==> src/rtl/fihoe_pkg.sv <==
`default_nettype none
package fihoe_pkg;

    localparam int MS_W      = 16;
    localparam int STEP_W    = 17;
    localparam int LEVEL_W   = 17;
    localparam int PHASE_W   = 3;
    localparam int CFG_IDX_W = 2;
    localparam int DIV_STEPS = 16;
    localparam int DIV_CNT_W = $clog2(DIV_STEPS);

    localparam logic [LEVEL_W-1:0] FULL_LEVEL = LEVEL_W'(65536);
    localparam logic [STEP_W-1:0]  STEP_MAX   = STEP_W'(131071);

    // register indexes of the configuration port
    localparam logic [CFG_IDX_W-1:0] CFG_FADE_IN  = CFG_IDX_W'(0);
    localparam logic [CFG_IDX_W-1:0] CFG_FADE_OUT = CFG_IDX_W'(1);
    localparam logic [CFG_IDX_W-1:0] CFG_HOLD     = CFG_IDX_W'(2);

    typedef enum logic [PHASE_W-1:0] {
        PH_START  = 3'd0,
        PH_START2 = 3'd1,
        PH_IN     = 3'd2,
        PH_HOLD   = 3'd3,
        PH_OUT    = 3'd4,
        PH_DONE   = 3'd5
    } t_phase;

    typedef enum logic [1:0] {
        SQ_IDLE,
        SQ_DIV,
        SQ_PUSH
    } t_seq;

    typedef struct packed {
        logic [MS_W-1:0] elapsed_ms;
        logic            stop_hold;
    } t_in_word;

    typedef struct packed {
        logic [LEVEL_W-1:0] fade_level;
        logic               fade_written;
        logic [PHASE_W-1:0] phase_now;
    } t_out_word;

    typedef struct packed {
        logic            start;
        logic [MS_W-1:0] num;
        logic [MS_W-1:0] den;
    } t_div_req;

    typedef struct packed {
        logic            done;
        logic [MS_W-1:0] quo;
    } t_div_rsp;

endpackage
`default_nettype wire

==> src/rtl/fihoe_in_if.sv <==
`default_nettype none
interface fihoe_in_if;
    import fihoe_pkg::*;

    logic     valid;
    logic     ready;
    t_in_word data;

    modport source (output valid, output data, input ready);
    modport sink   (input valid, input data, output ready);
endinterface
`default_nettype wire

==> src/rtl/fihoe_out_if.sv <==
`default_nettype none
interface fihoe_out_if;
    import fihoe_pkg::*;

    logic      valid;
    logic      ready;
    t_out_word data;

    modport source (output valid, output data, input ready);
    modport sink   (input valid, input data, output ready);
endinterface
`default_nettype wire

==> src/rtl/fihoe_div.sv <==
`default_nettype none
module fihoe_div (
    input  wire logic                i_clk,
    input  wire logic                i_rst_n,
    input  wire fihoe_pkg::t_div_req i_req,
    output fihoe_pkg::t_div_rsp      o_rsp
);
    import fihoe_pkg::*;

    // Restoring division of (num << 16) by den, one quotient bit a cycle.
    // The caller keeps num below den, so the remainder fits in MS_W bits.
    logic                 r_busy;
    logic                 r_done;
    logic [DIV_CNT_W-1:0] r_cnt;
    logic [MS_W-1:0]      r_rem;
    logic [MS_W-1:0]      r_den;
    logic [MS_W-1:0]      r_quo;

    logic [MS_W:0] shifted;
    logic [MS_W:0] diff;
    logic          ge;

    always_comb begin
        shifted = {r_rem, 1'b0};
        ge      = shifted >= {1'b0, r_den};
        diff    = shifted - {1'b0, r_den};
    end

    always_ff @(posedge i_clk) begin
        if (!i_rst_n) begin
            r_busy <= 1'b0;
            r_done <= 1'b0;
            r_cnt  <= '0;
        end else begin
            r_done <= r_busy && (r_cnt == DIV_CNT_W'(DIV_STEPS - 1));
            if (i_req.start) begin
                r_busy <= 1'b1;
                r_cnt  <= '0;
            end else if (r_busy) begin
                r_cnt <= r_cnt + DIV_CNT_W'(1);
                if (r_cnt == DIV_CNT_W'(DIV_STEPS - 1)) begin
                    r_busy <= 1'b0;
                end
            end
        end
    end

    always_ff @(posedge i_clk) begin
        if (i_req.start) begin
            r_rem <= i_req.num;
            r_den <= i_req.den;
        end else if (r_busy) begin
            r_rem <= ge ? diff[MS_W-1:0] : shifted[MS_W-1:0];
            r_quo <= {r_quo[MS_W-2:0], ge};
        end
    end

    assign o_rsp.done = r_done;
    assign o_rsp.quo  = r_quo;

endmodule
`default_nettype wire

==> src/rtl/fade_in_hold_out_envelope.sv <==
// Channel   | Dir | Word                                  | Handshake
// ----------+-----+---------------------------------------+--------------
// i_in      | in  | elapsed_ms[15:0], stop_hold           | valid / ready
// o_out     | out | fade_level[16:0], fade_written,       | valid / ready
//           |     | phase_now[2:0]                        |
// i_cfg_*   | in  | i_cfg_idx selects, i_cfg_data[15:0]   | i_cfg_we
//
// A ramp tick goes through a shared bit-serial divider, which gives one quotient bit
// per cycle; other ticks skip the divider and go straight to the output register.
// i_in.ready is high only while the sequencer is idle; one word is in work.
// A finished word waits in the output register; a stalled sink holds it and
// the sequencer waits for the slot before going idle again.
// Synchronous active-low reset clears phase, accumulator, stop-hold flag, sequencer, output valid and config registers.
`default_nettype none
module fade_in_hold_out_envelope (
    input  wire logic                               i_clk,
    input  wire logic                               i_rst_n,
    fihoe_in_if.sink                                i_in,
    fihoe_out_if.source                             o_out,
    input  wire logic                               i_cfg_we,
    input  wire logic [fihoe_pkg::CFG_IDX_W-1:0]    i_cfg_idx,
    input  wire logic [fihoe_pkg::MS_W-1:0]         i_cfg_data
);
    import fihoe_pkg::*;

    // configuration registers
    logic [MS_W-1:0] r_fade_in_ms;
    logic [MS_W-1:0] r_fade_out_ms;
    logic [MS_W-1:0] r_hold_ms;

    // envelope state
    t_seq              r_seq, n_seq;
    t_phase            r_phase, n_phase;
    logic [STEP_W-1:0] r_step, n_step;
    logic              r_hc, n_hc;

    // word being built, and the output slot
    t_out_word r_res, n_res;
    t_out_word r_out_word;
    logic      r_out_valid;
    logic      out_load;
    logic      in_ready;

    t_div_req div_req;
    t_div_rsp div_rsp;

    logic              hc_now;
    logic [MS_W-1:0]   hold_len;
    logic [STEP_W:0]   sum;
    logic [STEP_W-1:0] step_sat;
    logic [MS_W-1:0]   out_num;

    fihoe_div u_div (
        .i_clk   (i_clk),
        .i_rst_n (i_rst_n),
        .i_req   (div_req),
        .o_rsp   (div_rsp)
    );

    always_ff @(posedge i_clk) begin
        if (!i_rst_n) begin
            r_fade_in_ms  <= '0;
            r_fade_out_ms <= '0;
            r_hold_ms     <= '0;
        end else if (i_cfg_we) begin
            case (i_cfg_idx)
                CFG_FADE_IN:  r_fade_in_ms  <= i_cfg_data;
                CFG_FADE_OUT: r_fade_out_ms <= i_cfg_data;
                CFG_HOLD:     r_hold_ms     <= i_cfg_data;
                default: ;
            endcase
        end
    end

    always_ff @(posedge i_clk) begin
        if (!i_rst_n) begin
            r_seq   <= SQ_IDLE;
            r_phase <= PH_START;
            r_step  <= '0;
            r_hc    <= 1'b0;
        end else begin
            r_seq   <= n_seq;
            r_phase <= n_phase;
            r_step  <= n_step;
            r_hc    <= n_hc;
        end
    end

    always_ff @(posedge i_clk) begin
        r_res <= n_res;
    end

    // output slot: load a finished word, drop it once taken
    always_ff @(posedge i_clk) begin
        if (!i_rst_n) begin
            r_out_valid <= 1'b0;
        end else if (out_load) begin
            r_out_valid <= 1'b1;
        end else if (o_out.ready) begin
            r_out_valid <= 1'b0;
        end
    end

    always_ff @(posedge i_clk) begin
        if (out_load) begin
            r_out_word <= r_res;
        end
    end

    // shared helpers for the accepted tick
    always_comb begin
        hc_now   = r_hc | i_in.data.stop_hold;
        hold_len = hc_now ? '0 : r_hold_ms;
        sum      = {1'b0, r_step} + (STEP_W + 1)'(i_in.data.elapsed_ms);
        step_sat = sum[STEP_W] ? STEP_MAX : sum[STEP_W-1:0];
        // only used while r_step < fade_out_ms, so the low bits suffice
        out_num  = r_fade_out_ms - r_step[MS_W-1:0];
    end

    always_comb begin
        n_seq    = r_seq;
        n_phase  = r_phase;
        n_step   = r_step;
        n_hc     = r_hc;
        n_res    = r_res;
        div_req  = '0;
        out_load = 1'b0;
        in_ready = 1'b0;

        case (r_seq)
            SQ_IDLE: begin
                in_ready = 1'b1;
                if (i_in.valid) begin
                    n_hc  = hc_now;
                    n_res = '0;
                    n_seq = SQ_PUSH;
                    case (r_phase)
                        PH_START, PH_START2: begin
                            n_res.fade_written = (r_fade_in_ms != '0);
                            n_step  = '0;
                            n_phase = (r_phase == PH_START) ? PH_START2 : PH_IN;
                        end
                        PH_IN: begin
                            if (r_step < STEP_W'(r_fade_in_ms)) begin
                                // level = step * 65536 / fade_in
                                n_res.fade_written = 1'b1;
                                div_req.start      = 1'b1;
                                div_req.num        = r_step[MS_W-1:0];
                                div_req.den        = r_fade_in_ms;
                                n_seq              = SQ_DIV;
                                n_step             = step_sat;
                            end else begin
                                n_res.fade_written = 1'b1;
                                n_res.fade_level   = FULL_LEVEL;
                                n_step             = '0;
                                n_phase            = PH_HOLD;
                            end
                        end
                        PH_HOLD: begin
                            if (r_step < STEP_W'(hold_len)) begin
                                n_step = step_sat;
                            end else begin
                                n_step  = '0;
                                n_phase = PH_OUT;
                            end
                        end
                        PH_OUT: begin
                            n_res.fade_written = 1'b1;
                            if (r_fade_out_ms == '0) begin
                                // no ramp: jump to full, then done
                                n_res.fade_level = FULL_LEVEL;
                                n_step           = '0;
                                n_phase          = PH_DONE;
                            end else if (r_step < STEP_W'(r_fade_out_ms)) begin
                                n_step = step_sat;
                                if (r_step == '0) begin
                                    n_res.fade_level = FULL_LEVEL;
                                end else begin
                                    div_req.start = 1'b1;
                                    div_req.num   = out_num;
                                    div_req.den   = r_fade_out_ms;
                                    n_seq         = SQ_DIV;
                                end
                            end else begin
                                n_step  = '0;
                                n_phase = PH_DONE;
                            end
                        end
                        default: ;
                    endcase
                    n_res.phase_now = n_phase;
                end
            end
            SQ_DIV: begin
                if (div_rsp.done) begin
                    n_res.fade_level = {1'b0, div_rsp.quo};
                    n_seq            = SQ_PUSH;
                end
            end
            SQ_PUSH: begin
                // hold the word until the output slot is free
                if (!r_out_valid || o_out.ready) begin
                    out_load = 1'b1;
                    n_seq    = SQ_IDLE;
                end
            end
            default: n_seq = SQ_IDLE;
        endcase
    end

    assign i_in.ready  = in_ready;
    assign o_out.valid = r_out_valid;
    assign o_out.data  = r_out_word;

endmodule
`default_nettype wire

==> src/flat_wrapper.sv <==
// flat-port wrapper written by rule: the top's interface ports become plain ports
module fade_in_hold_out_envelope_flat import fihoe_pkg::*;
  (i_clk, i_rst_n, i_cfg_we, i_cfg_idx, i_cfg_data, i_in_valid, i_in_data, i_in_ready, o_out_valid, o_out_data, o_out_ready);
  fihoe_in_if i_in_i ();
  fihoe_out_if o_out_i ();
  input  wire logic i_clk;
  input  wire logic i_rst_n;
  input  wire logic i_cfg_we;
  input  wire logic [fihoe_pkg::CFG_IDX_W-1:0] i_cfg_idx;
  input  wire logic [fihoe_pkg::MS_W-1:0] i_cfg_data;
  input wire logic [$bits(i_in_i.valid)-1:0] i_in_valid;
  input wire logic [$bits(i_in_i.data)-1:0] i_in_data;
  output wire logic [$bits(i_in_i.ready)-1:0] i_in_ready;
  output wire logic [$bits(o_out_i.valid)-1:0] o_out_valid;
  output wire logic [$bits(o_out_i.data)-1:0] o_out_data;
  input wire logic [$bits(o_out_i.ready)-1:0] o_out_ready;
  assign i_in_i.valid = i_in_valid;
  assign i_in_i.data = i_in_data;
  assign i_in_ready = i_in_i.ready;
  assign o_out_valid = o_out_i.valid;
  assign o_out_data = o_out_i.data;
  assign o_out_i.ready = o_out_ready;
  fade_in_hold_out_envelope u_core (.i_clk(i_clk), .i_rst_n(i_rst_n), .i_in(i_in_i), .o_out(o_out_i), .i_cfg_we(i_cfg_we), .i_cfg_idx(i_cfg_idx), .i_cfg_data(i_cfg_data));
endmodule
==> config.mk <==
export PLATFORM = sky130hd
export DESIGN_NAME = fade_in_hold_out_envelope_flat
export DESIGN_NICKNAME = d
export VERILOG_FILES = /design/src/rtl/fihoe_pkg.sv /design/src/rtl/fihoe_in_if.sv /design/src/rtl/fihoe_out_if.sv /design/src/rtl/fihoe_div.sv /design/src/rtl/fade_in_hold_out_envelope.sv /design/src/flat_wrapper.sv
export SDC_FILE = /design/constraint.sdc
export NUM_CORES = 1
export LEC_CHECK = 0
export BUFFER_PORTS_ARGS = -buffer_cell sky130_fd_sc_hd__buf_4
export CAP_MARGIN = 20
export CELL_PAD_IN_SITES_DETAIL_PLACEMENT = 1
export CELL_PAD_IN_SITES_GLOBAL_PLACEMENT = 2
export CORE_MARGIN = 5
export CORE_UTILIZATION = 30
export CTS_CLUSTER_DIAMETER = 30
export DETAILED_ROUTE_END_ITERATION = 6
export PLACE_DENSITY_LB_ADDON = 0.1
export RECOVER_POWER = 25
export SYNTH_ARGS = -nofsm -noshare
export SYNTH_HDL_FRONTEND = slang
export SYNTH_SLANG_ARGS = --single-unit
export TNS_END_PERCENT = 10
==> constraint.sdc <==
create_clock -name i_clk -period 4.35 [get_ports i_clk]
set_clock_uncertainty 0.05 [all_clocks]
set_input_delay 0.87 -clock i_clk [delete_from_list [all_inputs] [get_ports i_clk]]
set_output_delay 0.87 -clock i_clk [all_outputs]
set_load 0.1 [all_outputs]
==> qor.txt <==
Outcome = finished, violations left
Violated checks = capacitance limit, slew limit
Synth warn = 0
Critical Path Source = i_rst_n
Total Routing Usage GR = 18.0%
Slowest CP cell = clkbuf_1
ANT nets after route = 0
Final WL = 32.8 mm
Post-synthesis register bit count = 168
Syn-to-layout area delta = 17.7%
WP data required = 4.61 ns
Vias in the first global route = 8580
Root Driver = clkbuf_16
Slew headroom = -71.5%
Mapped Cells = 1110
Worst-case clock buffer depth = 2
Place WS = 0.204 ns
DIE HEIGHT = 193 um
Post-synth cell types = 73
CTS Buf Count = 17
Antenna cells = 0
CTS tree = yes
Cts hold-fix bufs = 0
Wire per inst = 19.9 um
Final HPWL DP = 25.9 mm
Max Fclk = 262 MHz
Final period utilization = 87.8%
DR iter-0 viols = 382
First-pass GRT wire length = 50.9 mm
Setup violations, final = 0
Post CTS Setup Buffer Count = 0
Critical Path Source Type = input pin
Number of detailed-route iterations in the first pass = 5
Final Hold Viols = 0
Clk sinks = 168
R2R Setup Slk = 0.78 ns
Post-route setup TNS = 0 ns
Post-CTS Resized = 0
Leakage = 4.64 nW
Number of flops mapped to enable cells by yosys = 90
DRC violations left = 0
R2R cell count = 9
R2R Path Start = u_core.u_div.r_rem[0]$_DFFE_PP_
Critical path cell sequence = clkbuf_1 -> inv_1 -> clkbuf_1 -> or2_2 -> o21ai_0
Clk slew on worst S/H paths = 0.07 ns
Nets = 1326
Clk_lat worst skew = 0.44 ns
Grt ovf = 0
Synth Cell Area = 10000 sq um
H-tree levels = 4
Worst endpoint data arrival time = 4.08 ns
Synth async-reset ratio = 0%
Pin count of the biggest net entering global routing = 53
Maxcap violations = 1
CP Class = input pin to flop
Mapped Avg Cell Area = 9.05 sq um
Net Count, Synth = 1247
Crit Path Max Fanout = 52
Proportion of layout cells with a drive suffix above 1 = 12.4%
Vias per cell = 5.02
FF-to-FF End = u_core.u_div.r_rem[12]$_DFFE_PP_
Final RePlAce weighted congestion = 0.798
Period minus WS final = 3.82 ns
Worst setup path endpoint = u_core.r_step[4]$_SDFFE_PN0P_
RSZ-0062 raised after global routing = no
Top_reg_cell synth = edfxtp_1
Worst VDD drop = 0.253 mV
PortBufs = 62
Starting density of the core = 30.2%
Post-synthesis sequential area ratio = 42.4%
# rows = 67
Tightest Hold Check Type = flop to flop
Slew Limit Fails = 53
Power Density = 321 nW/um^2
Antenna violations before repair = 0
Worst Tran Pin Value = 2.57 ns
Final setup margin = 0.531 ns
Die area = 37200 sq um
CP max stage delay = 1.86 ns
I/O pin count = 63
Core Area = 33300 sq um
Critical path endpoint category = flop
Die X = 193 um
CP most frequent cell = clkbuf_1
Vias post-DR = 8286
[cells in the mapped netlist, types with 3 or more instances]
| cell | number | area, sq um |
|---|---|---|
| dfxtp_1 | 78 | 1560 |
| a22oi_1 | 18 | 135 |
| buf_2 | 4 | 20.0 |
| nor4_1 | 11 | 68.8 |
| a211oi_2 | 4 | 50.1 |
| a221oi_1 | 17 | 149 |
| o211ai_1 | 9 | 67.6 |
| o21bai_1 | 7 | 52.6 |
| a31oi_1 | 4 | 25.0 |
| edfxtp_1 | 90 | 2700 |
| nand4_1 | 11 | 68.8 |
| inv_1 | 80 | 300 |
| o2111ai_1 | 3 | 26.3 |
| ha_1 | 94 | 1180 |
| o31a_1 | 3 | 26.3 |
| or2_2 | 5 | 31.3 |
| nand2b_1 | 16 | 100 |
| nor2b_1 | 13 | 81.3 |
| clkbuf_1 | 33 | 124 |
| and3_1 | 4 | 25.0 |
| nand2_1 | 179 | 672 |
| o21ai_0 | 45 | 225 |
| fa_1 | 3 | 60.1 |
| nor3_1 | 10 | 50.1 |
| a21oi_1 | 116 | 581 |
| and2_1 | 18 | 113 |
| a211oi_1 | 11 | 82.6 |
| mux2i_1 | 8 | 80.1 |
| o21a_1 | 12 | 90.1 |
| o41ai_1 | 3 | 26.3 |
| xnor2_1 | 24 | 210 |
| a211o_1 | 6 | 52.6 |
| a21o_1 | 10 | 75.1 |
| nor2_1 | 80 | 300 |
| or3_1 | 7 | 43.8 |
| nand3_1 | 20 | 100 |
| xor2_1 | 9 | 78.8 |
[layout by cell type (no fill, tap or decap), drive strengths merged, types with 9 or more instances in the layout]
cell type / count
nand2b: 16
o21a: 12
a21oi: 116
nor4: 12
nand2: 179
and2: 18
o211ai: 9
a211oi: 16
nor2: 80
edfxtp: 90
clkbuf: 21
dfxtp: 78
buf: 95
a21o: 10
nor2b: 13
ha: 94
a221oi: 17
nand4: 11
o21ai: 48
a22oi: 18
xor2: 9
xnor2: 24
nand3: 20
nor3: 11
inv: 88
[per-layer routing]
| layer | share of wire, % | track usage, % |
|---|---|---|
| met4 | 2.5 | 5.96 |
| met3 | 2.1 | 2.79 |
| met1 | 47 | 23.8 |
| met5 | 0 | 0 |
| met2 | 48 | 30.3 |
[metrics by stage]
step           cells  hold slack, ns  cell area [sq um]  power, mW  utilization, %
2_1_floorplan   1110           0.350              10000       2.11               -
4_1_cts         1647           0.373              11800       3.86            35.5
3_3_place_gp    1613           0.353              11200       2.29            33.6
6_report        1650           0.371              11800       3.80            35.5
3_5_place_dp    1615           0.356              11200       2.29            33.6
5_1_grt         1650           0.377              11800       3.97            35.5
[registers in the layout (all words and copies together) (netlist names), 2 cells and up]
signal / cells
u_core.r_step: 17
u_core.r_fade_in_ms: 16
u_core.u_div.r_den: 16
u_core.u_div.r_quo: 16
u_core.r_res: 21
u_core.u_div.r_cnt: 4
u_core.r_fade_out_ms: 16
u_core.r_phase: 3
u_core.r_hold_ms: 16
u_core.r_seq: 2
u_core.o_out.data: 21
u_core.u_div.r_rem: 16
[report_power, final]
| group | switching, mW | total [mW] | internal, mW |
|---|---|---|---|
| combinational | 0.334 | 0.506 | 0.172 |
| clock | 0.725 | 1.55 | 0.825 |
| sequential | 0.0340 | 1.74 | 1.71 |
[worst max-delay path: cells and delay by family]
family / cells / cell delay (ns)
buf+inv: 3 / 2.55
simple gates: 1 / 0.48
compound gates: 1 / 0.13
[cell type report]
class / instances / area, sq um
timing repair buffer: 99 / 759
fill: 3880 / 21500
inverter: 82 / 308
sequential: 168 / 4260
multi-input combinational: 821 / 5320
clock buffer: 17 / 425
tap: 448 / 561
clock inverter: 15 / 183
[worst min path at each step]
stage / start / end / slack [ns] / cells past startpoint
after floorplan: u_core.r_res[0]$_DFFE_PP_ / u_core.o_out.data[0]$_DFFE_PP_ / 0.35 / 0
after global placement: u_core.r_res[19]$_DFFE_PP_ / u_core.o_out.data[19]$_DFFE_PP_ / 0.35 / 0
after detailed placement: u_core.r_res[19]$_DFFE_PP_ / u_core.o_out.data[19]$_DFFE_PP_ / 0.36 / 0
after CTS: u_core.r_res[9]$_DFFE_PP_ / u_core.o_out.data[9]$_DFFE_PP_ / 0.37 / 0
after global routing: u_core.r_res[2]$_DFFE_PP_ / u_core.o_out.data[2]$_DFFE_PP_ / 0.38 / 0
final: u_core.r_res[19]$_DFFE_PP_ / u_core.o_out.data[19]$_DFFE_PP_ / 0.37 / 0
[kinds of logic (layout without fill, tap and decap cells)]
| family | after synthesis | after routing | share of synthesized area [%] |
|---|---|---|---|
| flops | 168 | 168 | 42.4 |
| xor+xnor | 33 | 33 | 2.88 |
| compound gates | 295 | 295 | 19.0 |
| buf+inv | 121 | 213 | 4.68 |
| fa+ha+maj | 97 | 97 | 12.3 |
| simple gates | 388 | 388 | 17.9 |
| mux | 8 | 8 | 0.797 |
(Power assumes the default switching activity.)
